$ cat src/rtl/dwrr_class_scheduler_macros.svh
// Assertion macros for the DWRR class scheduler.
// Used by the top level; expects signals clk and rst in scope.
`ifndef DWRR_CLASS_SCHEDULER_MACROS_SVH
`define DWRR_CLASS_SCHEDULER_MACROS_SVH

// Same-cycle implication, disabled in reset
`define DWRR_ASSERT_IMP(lbl, ante, cons, msg) \
  lbl: assert property (@(posedge clk) disable iff (rst) (ante) |-> (cons)) \
    else $error(msg);

// Next-cycle implication, disabled in reset
`define DWRR_ASSERT_NXT(lbl, ante, cons, msg) \
  lbl: assert property (@(posedge clk) disable iff (rst) (ante) |=> (cons)) \
    else $error(msg);

`endif

$ cat src/rtl/dwrr_pkg.sv
// Shared types, widths and codes of the DWRR class scheduler.
// No dependencies; used by the interfaces and all modules.
package dwrr_pkg;

  localparam int NUM_CLASSES = 4;
  localparam int CLS_W       = $clog2(NUM_CLASSES);
  localparam int MASK_W      = NUM_CLASSES;
  localparam int SIZE_W      = 16;
  localparam int WEIGHT_W    = 20;
  localparam int CAP_W       = 8;
  localparam int TOK_W       = WEIGHT_W + CAP_W;
  localparam int STATUS_W    = 2;
  localparam int CFG_ADDR_W  = $clog2(NUM_CLASSES + 1);
  localparam int CFG_DATA_W  = WEIGHT_W;

  localparam logic [WEIGHT_W-1:0] WEIGHT_RST = WEIGHT_W'(1500);
  localparam logic [CAP_W-1:0]    CAP_RST    = CAP_W'(4);
  localparam logic [CLS_W-1:0]    LAST_RST   = CLS_W'(NUM_CLASSES - 1);

  // register index of the cap factor, after the weights
  localparam logic [CFG_ADDR_W-1:0] REG_CAP = CFG_ADDR_W'(NUM_CLASSES);

  localparam logic [STATUS_W-1:0] ST_OK    = 2'd0;
  localparam logic [STATUS_W-1:0] ST_EMPTY = 2'd1;
  localparam logic [STATUS_W-1:0] ST_NOFIT = 2'd2;

  typedef logic [SIZE_W-1:0] size_t;

  // controller -> datapath
  typedef struct packed {
    logic idle;     // ready for a request transaction
    logic commit;   // write result, charge tokens
    logic refresh;  // add weights, capped
    logic second;   // search after refresh
  } dwrr_cmd_t;

  // datapath -> controller
  typedef struct packed {
    logic req_valid;
    logic fit;
    logic seen;
    logic out_free;
  } dwrr_sts_t;

endpackage

$ cat src/rtl/dwrr_ctrl.sv
// Sequencer of the DWRR class scheduler: search, refresh, second search.
// Depends on dwrr_pkg.
module dwrr_ctrl import dwrr_pkg::*; (
  input  logic      clk,
  input  logic      rst,
  input  dwrr_sts_t sts,
  output dwrr_cmd_t cmd
);

  localparam logic [1:0] S_IDLE  = 2'd0;
  localparam logic [1:0] S_SRCH1 = 2'd1;
  localparam logic [1:0] S_REFR  = 2'd2;
  localparam logic [1:0] S_SRCH2 = 2'd3;

  logic [1:0] state;
  logic [1:0] state_next;

  always_ff @(posedge clk) begin
    if (rst) begin
      state <= S_IDLE;
    end else begin
      state <= state_next;
    end
  end

  always_comb begin
    state_next  = state;
    cmd         = '0;
    case (state)
      S_IDLE: begin
        cmd.idle = 1'b1;
        if (sts.req_valid) begin
          state_next = S_SRCH1;
        end
      end
      S_SRCH1: begin
        if (sts.seen && !sts.fit) begin
          state_next = S_REFR;
        end else if (sts.out_free) begin
          cmd.commit = 1'b1;
          state_next = S_IDLE;
        end
      end
      S_REFR: begin
        cmd.refresh = 1'b1;
        state_next  = S_SRCH2;
      end
      S_SRCH2: begin
        cmd.second = 1'b1;
        if (sts.out_free) begin
          cmd.commit = 1'b1;
          state_next = S_IDLE;
        end
      end
      default: begin
        state_next = S_IDLE;
      end
    endcase
  end

endmodule

$ cat config.mk
export PLATFORM = sky130hd
export DESIGN_NAME = dwrr_ctrl
export DESIGN_NICKNAME = d
export VERILOG_FILES = /design/src/rtl/dwrr_class_scheduler_macros.svh /design/src/rtl/dwrr_pkg.sv /design/src/rtl/dwrr_ctrl.sv
export SDC_FILE = /design/constraint.sdc
export NUM_CORES = 1
export LEC_CHECK = 0
export BUFFER_PORTS_ARGS = -buffer_cell sky130_fd_sc_hd__buf_2
export CORE_AREA = 8 8 45 47
export DETAILED_ROUTE_END_ITERATION = 10
export DIE_AREA = 0 0 53 55
export HOLD_SLACK_MARGIN = 0.15
export SYNTH_ARGS = -nofsm -noshare
export SYNTH_HDL_FRONTEND = slang
export SYNTH_SLANG_ARGS = --single-unit
export TNS_END_PERCENT = 1
$ cat constraint.sdc
create_clock -name clk -period 2.4 [get_ports clk]
set_clock_uncertainty 0.1 [all_clocks]
set_input_delay 0.24 -clock clk [delete_from_list [all_inputs] [get_ports clk]]
set_output_delay 0.24 -clock clk [all_outputs]
set_load 0.01 [all_outputs]
## Yosys cells after proc, flatten, opt, wreduce, memory -nomap -nowiden

Index checks and enable logic that the tools add are counted.

| word-level totals | value |
|---|---|
| register bits | 2 |
| bits in latches | 0 |
| RAM bits | 0 |
| bits in read-only memories | 0 |
| input bits | 6 |
| output and inout port bits | 4 |
| logic and storage cells | 18 |
| memories | 0 |

| operators by class | value |
|---|---|
| $add $sub $neg | 0 |
| $mul | 0 |
| div/mod/pow operators | 0 |
| magnitude comparators | 0 |
| eq/ne operators | 4 |
| shift-type cells | 0 |
| multiplexer cells | 10 |
| bitwise gates (word level) | 0 |
| reductions and logical operators | 3 |

Operators by type and width:

| kind | count |
|---|---|
| 2-bit one-hot mux with 4 select lines | 1 |
| 2-bit 2-to-1 mux | 3 |
| 1-bit 2-to-1 mux | 5 |
| 2-bit == test (second input constant) | 2 |
| 2-bit by 1-bit == test with 1-bit output (second input constant) | 1 |
| 2-bit logical NOT | 1 |
| 2-bit != test (second input constant) | 1 |
| 1-bit one-hot mux with 2 select lines | 1 |
| 1-bit logical AND | 1 |
| 1-bit logical NOT | 1 |

## Longest topological paths before layout

| logic depth | value |
|---|---|
| word-level depth | 4 |
| gate-level depth with buffers | 3 |
| gate-level depth less buffers | 3 |

## Worst setup path after synthesis

OpenSTA, ideal clock, no wires.

| path | value |
|---|---|
| path type | reg2out |
| start | register state[1] |
| end | output port cmd[2] in the netlist's numbering |
| data arrival time | 0.652 ns |
| slack | 1.408 ns |
| cell stages (with the launch flop) | 3 |
| path buffers | 0 |
| path through | dfxtp_1 nor3b_2 nor2_1 |

RTL lines:

| element | RTL line | source |
|---|---|---|
| start: declaration | dwrr_ctrl.sv:15 | `logic [1:0] state;` |
| start signal: assignment | dwrr_ctrl.sv:22 | `state <= state_next;` |
| end: declaration | dwrr_ctrl.sv:7 | `output dwrr_cmd_t cmd` |

==> impl_metrics.ini <==
[yosys]
synth-seq-cells = 2
seq_area_frac_synth = 0.360
ys_types = 10
yosysWarnings = 0
postSynthAreaPerCell_sq_um = 8.57
syn_nets = 19
syn_inst = 13
synthesis.area_sq_um = 111

[setup_path]
path_class = register to output port
path_cells = nor3b_2 > nor2_1 > buf_2
critPathRequiredTime_ps = 2060
r2r_end = state[0]$_SDFFE_PP0P_
worst-path-max-fanout = 6
rrSetupSlack_ps = 1400
reg2reg_from = state[1]$_SDFFE_PP0P_
max_stage_delay_ps = 340
crit_path_end = cmd[2]
r2r_cells = 3
slowest_stage = dfxtp_1
worstSetupStartpoint = state[1]$_SDFFE_PP0P_
start_kind = register
crit_path_end_kind = output port
cp.arrival_ps = 1030

[cells_and_area]
layout-drive-gt1-share = 0.577
fin_nets = 34
antenna_cells = 0
nFillCells = 164
multiInputGateArea_sq_um = 71.3
largest_reg_flops = 2
reg_top3 = state (2)
largest_register = state
regArea_sq_um = 40.0
syn2layout_area_growth_pct = 87.6

[timing]
rsz0062_at_grt = no
max_clock_freq_ghz = 0.733
holdWs_ps = 161
slew_violations = 0
tns_ps = 0
period_share = 0.569
slew-limit-headroom = 0.858
finalSetupViolations = 0
min_period_ps = 1370
finalHoldViolCount = 0
worst_slack_ps = 1030
worst_pin_slew_ps = 212

[clock_network]
clock_sinks = 2
cts_tree = yes
clk_pin_slew_worst_paths_ps = 30
ctsResizeCount = 0
postCtsSetupRepairBufs = 0
clockRootBuffer = clkbuf_4
cts_made_buffers = 3
h-tree-depth = 1
clockBufferDepth = 2
cts_hold_buf = 1
clock_latency_ps = 220

[pwr]
ir_drop_v = 0.000100
p_leak_uw = 0.0000998
p_per_area_nw_per_um2 = 638

[floorplan]
core_area_sq_um = 1380
dieWidth_um = 53
rows = 14
dieArea_sq_um = 2920
start_util = 0.0805
boundaryPins = 10
die_height_um = 55

[route]
vias_per_cell = 3.07
antenna_left = 0
dr.pass1.iters = 2
drtIter0Drc = 1
vias = 129
drc = 0
post_drt_wl_per_cell_um = 8.24
routed_wl_um = 346

[outcome]
status = completed

[flow_run]
cap_violations = 0

[placement]
place.gp.congestion = 0.697
numPortBuffers = 9
pre_cts_slack_ps = 1260
dp_hpwl_um = 276

[global_routing]
antenna_found_initial = 0
grt_pass1_vias = 142
grt_use_total = 0.0322
gr-total-overflow = 0
grt_max_degree = 8
grt_pass1_wl_um = 565

[hold_path]
hold_path.class = primary input to register
metrics by stage:
| stage | power [uW] | instances | utilization | instance area, sq um |
|---|---|---|---|---|
| floorplan | 49.5 | 13 | - | 111 |
| global placement | 58.8 | 38 | 0.127 | 176 |
| detailed placement | 59.3 | 38 | 0.127 | 176 |
| CTS | 141 | 42 | 0.151 | 209 |
| global route | 146 | 42 | 0.151 | 209 |
| finish | 133 | 42 | 0.151 | 209 |
placed cells by master (no fill, tap or decap):
cell / synthesis / routed
clkbuf_4: 0 / 3
nor2b_1: 1 / 1
nor2_1: 3 / 3
nand2_1: 1 / 1
a22oi_1: 1 / 1
o21a_1: 1 / 1
buf_2: 0 / 9
dlygate4sd3_1: 0 / 1
and2_2: 1 / 1
nor3b_2: 1 / 1
dfxtp_1: 2 / 2
nor3_1: 1 / 1
nor3_2: 1 / 1
final cells by class:
class	instances	share of cell area
multi-input combinational	11	0.341
tap	16	0.0958
timing repair buffer	10	0.263
sequential	2	0.192
clock buffer	3	0.108
critical path, delay by kind of cell (launching register included):
kind,cells,cell delay [ps]
buf+inv,1,140
flops,1,340
simple gates,2,320
routing by layer:
metal / track usage / up-vias / wire length [um]
li1: - / 71 / -
met5: 0 / - / 0
met3: 0.0428 / 0 / 99
met2: 0.0313 / 9 / 117
met4: 0.0517 / 0 / 0
met1: 0.0227 / 49 / 129
cell usage after synthesis:
library cell	instances	area share
and2_2	1	0.067
nor2_1	3	0.10
nand2_1	1	0.034
dfxtp_1	2	0.36
o21a_1	1	0.067
nor2b_1	1	0.056
nor3_2	1	0.090
nor3b_2	1	0.11
a22oi_1	1	0.067
nor3_1	1	0.045
logic make-up (layout without fill, tap and decap cells):
kind of cell | after synthesis | count (layout) | synth area share
buf+inv | 0 | 13 | 0
simple gates | 9 | 9 | 0.506
flops | 2 | 2 | 0.360
compound gates | 2 | 2 | 0.135
power by group:
group	internal [uW]	total, uW	switching (uW)
logic	11.2	20.2	8.97
clock network	55.1	73.7	18.6
registers	35.9	39.4	3.51
how the worst min path moves through the flow:
stage / startpoint / endpoint / slack (ps) / cells after the start
6_report: sts[3] / state[0]$_SDFFE_PP0P_ / 160 / 3
5_1_grt: sts[3] / state[0]$_SDFFE_PP0P_ / 190 / 3
4_1_cts: sts[3] / state[0]$_SDFFE_PP0P_ / 160 / 3
3_5_place_dp: rst / state[0]$_SDFFE_PP0P_ / 340 / 2
3_3_place_gp: rst / state[0]$_SDFFE_PP0P_ / 330 / 2
2_1_floorplan: rst / state[0]$_SDFFE_PP0P_ / 210 / 1
No activity file was read; power rests on OpenSTA's default activity.
